==> src/hdl/ptgr_pkg.sv <==
// ----------------------------------------------------------------------------
// ptgr_pkg
// Shared constants and helpers for the planar tile to gray raster decoder.
// ----------------------------------------------------------------------------
package ptgr_pkg;

  localparam int unsigned TileRows       = 8;
  localparam int unsigned TileBytes      = 16;
  localparam int unsigned RowAw          = $clog2(TileRows);
  localparam int unsigned ByteCntW       = $clog2(TileBytes);
  localparam int unsigned ByteW          = 8;
  localparam int unsigned AddrW          = 16;
  localparam int unsigned TprW           = 7;
  localparam int unsigned ColW           = 6;
  localparam int unsigned MaxCols        = 64;
  localparam int unsigned MaxTilesDef    = 512;
  localparam logic [TprW-1:0] TprReset   = TprW'(50);
  localparam logic [ByteW-1:0] GrayStep  = 8'h55;

  typedef logic [ByteW-1:0] pixel_t;

  // two plane bits -> gray level (0x00, 0x55, 0xaa, 0xff)
  function automatic pixel_t gray_level(input logic hi, input logic lo);
    logic [ByteW+1:0] prod;
    prod = {{ByteW{1'b0}}, hi, lo} * {2'b00, GrayStep};
    return prod[ByteW-1:0];
  endfunction

endpackage

==> src/hdl/ptgr_intf.sv <==
// ----------------------------------------------------------------------------
// ptgr_intf
// Valid/ready channels: tile byte words in, gray raster row words out.
// ----------------------------------------------------------------------------
interface ptgr_in_if;
  logic       valid;
  logic       ready;
  logic [7:0] chr_byte;
  logic       restart;

  modport source (output valid, output chr_byte, output restart, input ready);
  modport sink   (input valid, input chr_byte, input restart, output ready);
endinterface

interface ptgr_out_if;
  logic        valid;
  logic        ready;
  logic [15:0] pixel_address;
  logic [7:0]  pixel_0;
  logic [7:0]  pixel_1;
  logic [7:0]  pixel_2;
  logic [7:0]  pixel_3;
  logic [7:0]  pixel_4;
  logic [7:0]  pixel_5;
  logic [7:0]  pixel_6;
  logic [7:0]  pixel_7;

  modport source (output valid, output pixel_address, output pixel_0, output pixel_1,
                  output pixel_2, output pixel_3, output pixel_4, output pixel_5,
                  output pixel_6, output pixel_7, input ready);
  modport sink   (input valid, input pixel_address, input pixel_0, input pixel_1,
                  input pixel_2, input pixel_3, input pixel_4, input pixel_5,
                  input pixel_6, input pixel_7, output ready);
endinterface

==> src/hdl/planar_tile_to_gray_raster.sv <==
// ----------------------------------------------------------------------------
// planar_tile_to_gray_raster
// Decodes 2bpp planar tile bytes into rows of eight gray pixels with the
// image address of each row's leftmost pixel.
//
//   channel    dir  handshake        word
//   chr_i      in   valid/ready      chr_byte, restart
//   pix_o      out  valid/ready      pixel_address, pixel_0..pixel_7
//   cfg        in   write enable     tiles_per_row
//
// One byte per cycle sustained while pix_o is not stalled. A high-plane byte
// goes through the low-plane row memory read and the output register.
// rst_ni clears counters and valids and sets tiles_per_row to 50; row memory
// is not cleared. A stalled output fills the read stage, then chr_i.ready drops.
// ----------------------------------------------------------------------------
module planar_tile_to_gray_raster #(
  parameter int unsigned MAX_TILES = ptgr_pkg::MaxTilesDef
) (
  input  logic                      clk_i,
  input  logic                      rst_ni,
  input  logic                      tiles_per_row_we_i,
  input  logic [ptgr_pkg::TprW-1:0] tiles_per_row_i,
  ptgr_in_if.sink                   chr_i,
  ptgr_out_if.source                pix_o
);
  import ptgr_pkg::*;

  localparam int unsigned TdW = $clog2(MAX_TILES + 1);

  // config
  logic [TprW-1:0] tpr_q;
  logic [TprW-1:0] cols;

  // counters
  logic [ByteCntW-1:0] byte_q, byte_d, byte_eff;
  logic [ColW-1:0]     col_q, col_d, col_eff;
  logic [AddrW-1:0]    base_q, base_d, base_eff;
  logic [TdW-1:0]      done_q, done_d, done_eff;

  // low-plane row memory
  logic [ByteW-1:0] low_mem [TileRows];
  logic             wr_en, rd_en;
  logic [RowAw-1:0] row_idx;
  logic [ByteW-1:0] low_rd_q;

  // read stage
  logic             s1_valid_q;
  logic [ByteW-1:0] s1_hi_q;
  logic [AddrW-1:0] s1_addr_q;
  logic [AddrW-1:0] addr_d;
  logic             s1_adv;

  // output register
  logic             out_valid_q;
  logic [AddrW-1:0] out_addr_q;
  pixel_t           out_pix_q [TileRows];

  logic             accept, active, high_plane, tile_end;
  logic [9:0]       cols_x_row;

  always_comb begin
    if (tpr_q == '0) begin
      cols = TprW'(1);
    end else if (tpr_q > TprW'(MaxCols)) begin
      cols = TprW'(MaxCols);
    end else begin
      cols = tpr_q;
    end
  end

  assign s1_adv      = !out_valid_q || pix_o.ready;
  assign chr_i.ready = !s1_valid_q || s1_adv;
  assign accept      = chr_i.valid && chr_i.ready;

  assign byte_eff = chr_i.restart ? '0 : byte_q;
  assign col_eff  = chr_i.restart ? '0 : col_q;
  assign base_eff = chr_i.restart ? '0 : base_q;
  assign done_eff = chr_i.restart ? '0 : done_q;

  assign active     = done_eff < TdW'(MAX_TILES);
  assign high_plane = byte_eff[ByteCntW-1];
  assign row_idx    = byte_eff[RowAw-1:0];
  assign tile_end   = byte_eff == ByteCntW'(TileBytes - 1);
  assign wr_en      = accept && active && !high_plane;
  assign rd_en      = accept && active && high_plane;

  assign cols_x_row = 10'(cols) * 10'(row_idx);
  assign addr_d     = base_eff + AddrW'({col_eff, 3'b000}) + AddrW'({cols_x_row, 3'b000});

  always_comb begin
    byte_d = byte_eff;
    col_d  = col_eff;
    base_d = base_eff;
    done_d = done_eff;
    if (active) begin
      byte_d = byte_eff + ByteCntW'(1);
      if (high_plane && tile_end) begin
        byte_d = '0;
        done_d = done_eff + TdW'(1);
        if ({1'b0, col_eff} + TprW'(1) >= cols) begin
          col_d  = '0;
          base_d = base_eff + AddrW'({cols, 6'b000000});
        end else begin
          col_d = col_eff + ColW'(1);
        end
      end
    end
  end

  always_ff @(posedge clk_i or negedge rst_ni) begin
    if (!rst_ni) begin
      tpr_q  <= TprReset;
      byte_q <= '0;
      col_q  <= '0;
      base_q <= '0;
      done_q <= '0;
    end else begin
      if (tiles_per_row_we_i) begin
        tpr_q <= tiles_per_row_i;
      end
      if (accept) begin
        byte_q <= byte_d;
        col_q  <= col_d;
        base_q <= base_d;
        done_q <= done_d;
      end
    end
  end

  // high row k is read at least eight words after low row k is written
  always_ff @(posedge clk_i) begin
    if (wr_en) begin
      low_mem[row_idx] <= chr_i.chr_byte;
    end
    if (rd_en) begin
      low_rd_q <= low_mem[row_idx];
    end
  end

  always_ff @(posedge clk_i or negedge rst_ni) begin
    if (!rst_ni) begin
      s1_valid_q  <= 1'b0;
      out_valid_q <= 1'b0;
    end else begin
      if (chr_i.ready) begin
        s1_valid_q <= rd_en;
      end
      if (s1_adv) begin
        out_valid_q <= s1_valid_q;
      end
    end
  end

  always_ff @(posedge clk_i) begin
    if (rd_en) begin
      s1_hi_q   <= chr_i.chr_byte;
      s1_addr_q <= addr_d;
    end
    if (s1_adv && s1_valid_q) begin
      out_addr_q <= s1_addr_q;
      for (int k = 0; k < TileRows; k++) begin
        out_pix_q[k] <= gray_level(s1_hi_q[TileRows-1-k], low_rd_q[TileRows-1-k]);
      end
    end
  end

  assign pix_o.valid         = out_valid_q;
  assign pix_o.pixel_address = out_addr_q;
  assign pix_o.pixel_0       = out_pix_q[0];
  assign pix_o.pixel_1       = out_pix_q[1];
  assign pix_o.pixel_2       = out_pix_q[2];
  assign pix_o.pixel_3       = out_pix_q[3];
  assign pix_o.pixel_4       = out_pix_q[4];
  assign pix_o.pixel_5       = out_pix_q[5];
  assign pix_o.pixel_6       = out_pix_q[6];
  assign pix_o.pixel_7       = out_pix_q[7];

endmodule

==> src/flat_wrapper.sv <==
// flat-port wrapper written by rule: the top's interface ports become plain ports
module planar_tile_to_gray_raster_flat import ptgr_pkg::*;
#(
  parameter int unsigned MAX_TILES = ptgr_pkg::MaxTilesDef
)
  (clk_i, rst_ni, tiles_per_row_we_i, tiles_per_row_i, chr_i_valid, chr_i_chr_byte, chr_i_restart, chr_i_ready, pix_o_valid, pix_o_pixel_address, pix_o_pixel_0, pix_o_pixel_1, pix_o_pixel_2, pix_o_pixel_3, pix_o_pixel_4, pix_o_pixel_5, pix_o_pixel_6, pix_o_pixel_7, pix_o_ready);
  ptgr_in_if chr_i_i ();
  ptgr_out_if pix_o_i ();
  input  logic clk_i;
  input  logic rst_ni;
  input  logic tiles_per_row_we_i;
  input  logic [ptgr_pkg::TprW-1:0] tiles_per_row_i;
  input wire logic [$bits(chr_i_i.valid)-1:0] chr_i_valid;
  input wire logic [$bits(chr_i_i.chr_byte)-1:0] chr_i_chr_byte;
  input wire logic [$bits(chr_i_i.restart)-1:0] chr_i_restart;
  output wire logic [$bits(chr_i_i.ready)-1:0] chr_i_ready;
  output wire logic [$bits(pix_o_i.valid)-1:0] pix_o_valid;
  output wire logic [$bits(pix_o_i.pixel_address)-1:0] pix_o_pixel_address;
  output wire logic [$bits(pix_o_i.pixel_0)-1:0] pix_o_pixel_0;
  output wire logic [$bits(pix_o_i.pixel_1)-1:0] pix_o_pixel_1;
  output wire logic [$bits(pix_o_i.pixel_2)-1:0] pix_o_pixel_2;
  output wire logic [$bits(pix_o_i.pixel_3)-1:0] pix_o_pixel_3;
  output wire logic [$bits(pix_o_i.pixel_4)-1:0] pix_o_pixel_4;
  output wire logic [$bits(pix_o_i.pixel_5)-1:0] pix_o_pixel_5;
  output wire logic [$bits(pix_o_i.pixel_6)-1:0] pix_o_pixel_6;
  output wire logic [$bits(pix_o_i.pixel_7)-1:0] pix_o_pixel_7;
  input wire logic [$bits(pix_o_i.ready)-1:0] pix_o_ready;
  assign chr_i_i.valid = chr_i_valid;
  assign chr_i_i.chr_byte = chr_i_chr_byte;
  assign chr_i_i.restart = chr_i_restart;
  assign chr_i_ready = chr_i_i.ready;
  assign pix_o_valid = pix_o_i.valid;
  assign pix_o_pixel_address = pix_o_i.pixel_address;
  assign pix_o_pixel_0 = pix_o_i.pixel_0;
  assign pix_o_pixel_1 = pix_o_i.pixel_1;
  assign pix_o_pixel_2 = pix_o_i.pixel_2;
  assign pix_o_pixel_3 = pix_o_i.pixel_3;
  assign pix_o_pixel_4 = pix_o_i.pixel_4;
  assign pix_o_pixel_5 = pix_o_i.pixel_5;
  assign pix_o_pixel_6 = pix_o_i.pixel_6;
  assign pix_o_pixel_7 = pix_o_i.pixel_7;
  assign pix_o_i.ready = pix_o_ready;
  planar_tile_to_gray_raster #(.MAX_TILES(MAX_TILES)) u_core (.clk_i(clk_i), .rst_ni(rst_ni), .tiles_per_row_we_i(tiles_per_row_we_i), .tiles_per_row_i(tiles_per_row_i), .chr_i(chr_i_i), .pix_o(pix_o_i));
endmodule
==> config.mk <==
export PLATFORM = sky130hd
export DESIGN_NAME = planar_tile_to_gray_raster_flat
export DESIGN_NICKNAME = d
export VERILOG_FILES = /design/src/hdl/ptgr_pkg.sv /design/src/hdl/ptgr_intf.sv /design/src/hdl/planar_tile_to_gray_raster.sv /design/src/flat_wrapper.sv
export SDC_FILE = /design/constraint.sdc
export NUM_CORES = 1
export LEC_CHECK = 0
export BUFFER_PORTS_ARGS = -buffer_cell sky130_fd_sc_hd__clkbuf_2
export CORE_AREA = 2 2 133 135
export DETAILED_ROUTE_END_ITERATION = 8
export DIE_AREA = 0 0 135 137
export GPL_ROUTABILITY_DRIVEN = 0
export HOLD_SLACK_MARGIN = 0.15
export PLACE_DENSITY = 0.81
export SLEW_MARGIN = 10
export SYNTH_ARGS = -nofsm -noshare
export SYNTH_HDL_FRONTEND = slang
export SYNTH_SLANG_ARGS = --single-unit
==> constraint.sdc <==
create_clock -name clk_i -period 11.2 [get_ports clk_i]
set_clock_uncertainty 0.15 [all_clocks]
set_input_delay 0 -clock clk_i [delete_from_list [all_inputs] [get_ports clk_i]]
set_output_delay 0 -clock clk_i [all_outputs]
set_load 0.005 [all_outputs]
After elaboration in Yosys (flattened, before gate mapping)
Memory sizes are Yosys's and may differ from the RTL's. A register that Yosys moved wholly into a read port is not among the register bits.
Cells that the tools add are included.
{"block": "word_totals", "ram_bits": 128, "mem_count": 2, "regBits": 85}
{"name": "u_core.low_mem", "words": 8, "width": 8, "rd": 1, "rd_clocked_by_memory_dff": 1, "write_ports": 1, "line_no": "planar_tile_to_gray_raster.sv:41", "rtl": "logic [ByteW-1:0] low_mem [TileRows];"}
{"name": "u_core.out_pix_q", "words": 8, "width": 8, "rd": 8, "rd_clocked_by_memory_dff": 0, "write_ports": 8, "line_no": "planar_tile_to_gray_raster.sv:56", "rtl": "pixel_t out_pix_q [TileRows];"}
{"block": "op_classes", "mul": 9, "muxes": 20, "n_eq_ne": 1, "reduce_logical": 12, "magnitude_cmp": 3, "addsub": 7}
{"cell": "2-bit by 7-bit multiplier with 8-bit output (second input constant)", "n": 8}
{"cell": "16-bit two-way mux", "n": 4}
{"cell": "16-bit by 13-bit adder with 16-bit output", "n": 2}
{"cell": "10-bit two-way mux", "n": 3}
{"cell": "6-bit two-way mux", "n": 4}
{"cell": "16-bit by 9-bit adder with 16-bit output", "n": 1}
{"cell": "7-bit two-way mux", "n": 2}
{"cell": "4-bit two-way mux", "n": 3}
{"cell": "10-bit by 1-bit adder with 10-bit output (second input constant)", "n": 1}
{"cell": "10-bit less-than comparator (second input constant)", "n": 1}
{"cell": "7-bit by 3-bit multiplier with 10-bit output", "n": 1}
{"cell": "6-bit by 1-bit adder with 7-bit output (second input constant)", "n": 1}
{"cell": "7-bit greater-or-equal comparator", "n": 1}
{"cell": "7-bit > comparator (second input constant)", "n": 1}
{"cell": "7-bit zero test", "n": 1}
{"cell": "6-bit by 1-bit adder with 6-bit output (second input constant)", "n": 1}
{"cell": "1-bit logical AND", "n": 6}
{"cell": "4-bit by 1-bit adder with 4-bit output (second input constant)", "n": 1}
{"cell": "4-bit == test (second input constant)", "n": 1}
{"cell": "1-bit two-way mux", "n": 4}
{"cell": "1-bit zero test", "n": 3}
{"cell": "1-bit logical OR", "n": 2}

Depth between registers and ports, before layout
{"block": "depth", "word_depth": 8, "ltp_mapped": 21, "mapped_depth_nobuf": 20}

Least setup slack after synthesis
OpenSTA, ideal clock, no wires.
{"block": "synth_path", "path_kind": "register to register", "from": "register u_core.byte_q[2]", "to": "register u_core.s1_addr_q[14] (data pin)", "required_ps": 10916, "stages_incl_launch_ff": 21, "path_slack_ps": 6746, "arrival_ps": 4169, "n_path_buf": 2, "path_cell_list": "dfrtp_1 -> buf_2 -> nor2b_1 -> clkbuf_1 -> nand2_1 -> fa_1 -> inv_1 -> ha_1 -> fa_1 -> a21o_1 -> a21oi_1 -> o21bai_1 -> a21oi_1 -> xnor2_1 -> ha_1 -> ha_1 -> o21ai_0 -> a21oi_1 -> o21ai_0 -> or3_1 -> nand3_1"}
{"block": "synth_via", "elab_chain_cells": 3}
{"element": "start: declaration", "line_no": "planar_tile_to_gray_raster.sv:35", "rtl": "logic [ByteCntW-1:0] byte_q, byte_d, byte_eff;"}
{"element": "start signal: assignment", "line_no": "planar_tile_to_gray_raster.sv:122", "rtl": "byte_q <= byte_d;"}
{"element": "4-bit two-way mux", "line_no": "planar_tile_to_gray_raster.sv:75", "rtl": "assign byte_eff = chr_i.restart ? '0 : byte_q;"}
{"element": "7-bit by 3-bit multiplier with 10-bit output", "line_no": "planar_tile_to_gray_raster.sv:87", "rtl": "assign cols_x_row = 10'(cols) * 10'(row_idx);"}
{"element": "16-bit by 13-bit adder with 16-bit output", "line_no": "planar_tile_to_gray_raster.sv:88", "rtl": "assign addr_d = base_eff + AddrW'({col_eff, 3'b000}) + AddrW'({cols_x_row, 3'b000});"}
{"element": "named net u_core.addr_d[14]", "line_no": "planar_tile_to_gray_raster.sv:50", "rtl": "logic [AddrW-1:0] addr_d;"}
{"element": "end signal: assignment", "line_no": "planar_tile_to_gray_raster.sv:157", "rtl": "s1_addr_q <= addr_d;"}
{"element": "end: declaration", "line_no": "planar_tile_to_gray_raster.sv:49", "rtl": "logic [AddrW-1:0] s1_addr_q;"}
The timed path passes the listed nets, and every way through them passes these cells.
A chain may end at the register's enable or synchronous reset.

Worst setup path in the final report
{"block": "layout_path", "from": "register u_core.byte_q[1]", "to": "register u_core.s1_addr_q[14] (data pin)"}
Same word-level chain as after synthesis.

==> reports/results.md <==
## Status
- **outcome** complete, no violations

## Timing
- **setup repair after global routing missed its margin** no
- **final count of hold timing violations** 0
- **final total negative setup slack** 0 ns
- **highest achievable clock rate** 191 MHz
- **final setup fails** 0
- **final period utilization** 46.8%
- **count of pins over their slew limit** 0
- **worst slew pin tran** 1.03 ns
- **Max-slew headroom** 30.7%
- **Tmin final** 5.24 ns

## Logic synthesis
- **sequential fraction of the synthesis area** 56.4%
- **synthesized area** 8820 um2
- **most used standard cells in the synthesized netlist** 128 x sky130_fd_sc_hd__edfxtp_1, 61 x sky130_fd_sc_hd__nand2_1, 51 x sky130_fd_sc_hd__inv_1
- **predominant post-synthesis flop cell** sky130_fd_sc_hd__edfxtp_1
- **EDFF count, synth** 128
- **top-area cell type share of the netlist area** 43.6%
- **largest area contributor in the synthesized netlist** sky130_fd_sc_hd__edfxtp_1
- **Warnings, synthesis** 0
- **Syn Nets** 817
- **async set-reset flop share out of synthesis** 26.0%
- **largest cells by area after synthesis** sky130_fd_sc_hd__edfxtp_1 44%, sky130_fd_sc_hd__dfrtp_1 12%, sky130_fd_sc_hd__ha_1 5.7%
- **synth unique cells** 62
- **post-synthesis instance total** 742
- **FF+latch count, synth** 173
- **most frequent cell after synthesis** sky130_fd_sc_hd__edfxtp_1
- **post-synthesis area per instance** 11.9 um2

## Global route
- **sum of overflow across all layers after global routing** 0
- **all-layer global routing usage** 20.0%
- **global-route wire length before repair** 28,200 um
- **pin count of the biggest net entering global routing** 59
- **initial antenna violation count** 0
- **vias in the first global route** 5,608

## Run
- **MaxCap Viol Count** 0

## Final layout
- **layout cell share with drive strength beyond 1** 19.8%
- **Layout Area Growth over Synthesis** 14.6%
- **number of inserted diodes** 0
- **post-layout net count** 899
- **area of combinational cells with multiple inputs** 3180 um2
- **area taken by flip-flops and latches** 4970 um2
- **fill count** 1,360

## Routing
- **iteration-0 DRC count of the detailed router** 544
- **post-detailed-routing wire length** 17,500 um
- **detailed-route vias per instance** 5.55
- **routed wire length per instance** 16.4 um
- **DRC** 0
- **vias after detailed routing** 5,889
- **remaining antenna violation count** 0
- **detailed-routing iteration count for the pre-antenna-repair pass** 5

## Floorplan
- **Core Rows** 48
- **count of pins on the block boundary** 103
- **y dimension of the die** 137 um
- **die outline width** 135 um
- **Initial Utilization** 51.7%
- **Floorplan Core Area** 17,100 um2
- **Die Area** 18,500 um2

## Power
- **Net Sw Frac** 26.2%
- **Pwr Total** 1.55 mW
- **part of the total power dissipated in combinational logic** 12.6%
- **peak supply drop** 0.115 mV
- **standby leakage power** 4.25 nW
- **sequential cell fraction of total power** 48.0%
- **Switching Power** 0.405 mW
- **Clock power frac** 39.4%
- **PwrDens** 153 nW/um2
- **Int Power** 1.14 mW

## Setup path
- **Setup Crit Path Kind** reg2reg
- **biggest fanout along the worst timing path** 14
- **critical path buffer and inverter count** 2
- **slowest cell delay on critical path** 0.67 ns
- **Crit-path slowest cell** sky130_fd_sc_hd__dfrtp_1
- **kind of launch point of the worst setup path** flip-flop
- **Worst EP arrival** 5.40 ns
- **Critical Path Sink Type** flip-flop
- **Critical Path, Cell by Cell** nand2b_1 > inv_1 > nand2_1 > fa_1 > inv_1 > ha_1 > fa_1 > a21o_1 > a21oi_1 > o21bai_1 > a21oi_1 > xnor2_1 > ha_1 > ha_1 > o21ai_0 > a21oi_1 > o21ai_0 > or3_1 > nand3_1
- **cell class contributing the biggest share of worst-path delay** adder cells
- **required time of the worst setup path** 11.36 ns

## Min path
- **class of the most critical hold timing path** in2reg

## Place
- **buffers added on ports** 102
- **detailed-placement wirelength estimate** 12,200 um

## Clock network
- **clock tree from TritonCTS** built
- **clk sinks** 173
- **number of buffers inserted during clock tree synthesis** 17
- **buffers from clock root to sink, at most** 2
- **CTS H-tree lvls** 4
- **CTS root buffer** sky130_fd_sc_hd__clkbuf_16
- **clock-pin transition on the worst setup and hold timing paths** 0.07 ns
- **clock insertion delay at the later pin of the skew report** 0.44 ns
- **post-CTS setup-driven buffer insertion count** 0

## layout by cell type (no fill, tap or decap), types with 5 or more instances in the layout
master,n
sky130_fd_sc_hd__clkbuf_16,17
sky130_fd_sc_hd__nor3_1,11
sky130_fd_sc_hd__mux2_2,10
sky130_fd_sc_hd__and2_1,9
sky130_fd_sc_hd__a21oi_1,29
sky130_fd_sc_hd__nor4_1,9
sky130_fd_sc_hd__nand2_1,61
sky130_fd_sc_hd__a22o_1,5
sky130_fd_sc_hd__o211ai_1,5
sky130_fd_sc_hd__inv_1,51
sky130_fd_sc_hd__nor2b_1,23
sky130_fd_sc_hd__xnor2_1,19
sky130_fd_sc_hd__mux2i_1,9
sky130_fd_sc_hd__xor2_1,6
sky130_fd_sc_hd__dlygate4sd3_1,28
sky130_fd_sc_hd__nand2b_1,20
sky130_fd_sc_hd__nand3_1,12
sky130_fd_sc_hd__o21ai_0,37
sky130_fd_sc_hd__a21o_1,7
sky130_fd_sc_hd__dfrtp_1,42
sky130_fd_sc_hd__buf_4,10
sky130_fd_sc_hd__edfxtp_1,128
sky130_fd_sc_hd__clkbuf_2,102
sky130_fd_sc_hd__ha_1,40
sky130_fd_sc_hd__nor2_1,40
sky130_fd_sc_hd__fa_1,14
## sequential cells by signal, indices dropped and copies added, names as in the netlist
name / cells
u_core.byte_q: 4
u_core.low_rd_q: 8
u_core.s1_valid_q: 1
u_core.tpr_q: 7
u_core.pix_o.pixel_address: 16
u_core.col_q: 6
u_core.s1_hi_q: 8
u_core.base_q: 16
u_core.out_pix_q: 16
u_core.low_mem: 64
u_core.s1_addr_q: 16
u_core.done_q: 10
u_core.pix_o.valid: 1
## layer usage
layer | share of wire [%] | wire length (um) | global-route usage, %
met1 | 43 | 7460 | 26.8
met4 | 2.4 | 421 | 9.03
met2 | 47 | 8290 | 31.6
met5 | 0 | 0 | 0
met3 | 7.4 | 1290 | 4.26
## worst paths after layout
| kind | slack (ns) | endpoint | startpoint | cells past startpoint |
|---|---|---|---|---|
| min | 0.26 | u_core.pix_o.valid | pix_o_ready | 4 |
| max reg2reg | 5.96 | u_core.s1_addr_q[14] | u_core.byte_q[1] | 19 |
| min reg2reg | 0.27 | u_core.pix_o.pixel_address[0] | u_core.s1_addr_q[0] | 0 |
| max | 5.96 | u_core.s1_addr_q[14] | u_core.byte_q[1] | 19 |
| max in group asynchronous | 9.91 | u_core.done_q[1] | rst_ni | 4 |
| min in group asynchronous | 0.56 | u_core.base_q[15] | rst_ni | 4 |
## cells by family after synthesis
| logic type | synth area share (%) |
|---|---|
| DFF | 56.4 |
| buffers and inverters | 7.68 |
| muxes | 3.06 |
| xor gates and xnor gates | 2.48 |
| AOI/OAI and AO/OA | 9.67 |
| adders and majority gates | 8.85 |
| and+or+nand+nor | 11.9 |
## power groups by stage
stage	logic, mW	clock network, mW	registers (mW)
floorplan	0.135	0	0.749
global route	0.217	0.644	0.745
CTS	0.194	0.620	0.742
finish	0.195	0.609	0.743
detailed placement	0.183	0	0.756
global placement	0.178	0	0.754
## per-stage QoR
stage | cell area (um2) | hold WS (ns) | utilization, % | cells | worst slack [ns]
floorplan | 8820 | -0.446 | - | 742 | 6.75
global placement | 9210 | -0.0183 | 54.0 | 1002 | 6.15
detailed placement | 9210 | -0.0209 | 54.0 | 1002 | 6.03
CTS | 10100 | 0.242 | 59.3 | 1062 | 6.00
global route | 10100 | 0.274 | 59.3 | 1062 | 5.55
finish | 10100 | 0.258 | 59.3 | 1062 | 5.96
## cell type report
type | instances | area share [%]
clock inverter | 15 | 1.94
multi-input combinational | 441 | 31.4
timing repair buffer | 140 | 8.56
clock buffer | 17 | 4.21
tap | 225 | 2.78
sequential | 173 | 49.2
inverter | 51 | 1.89
## repair_timing
item / 4_1_cts / 5_1_grt
resized for setup: 0 / 0
hold buffers: 28 / 0
hold endpoints to repair: 145 / 0
## worst min-delay path, stage by stage
cell and delay (ns):
sky130_fd_sc_hd__dlygate4sd3_1 0.52, sky130_fd_sc_hd__clkbuf_2 0.10, sky130_fd_sc_hd__nand2b_1 0.11, sky130_fd_sc_hd__nand2b_1 0.06
Note: power is estimated with default switching activity, not from simulation.
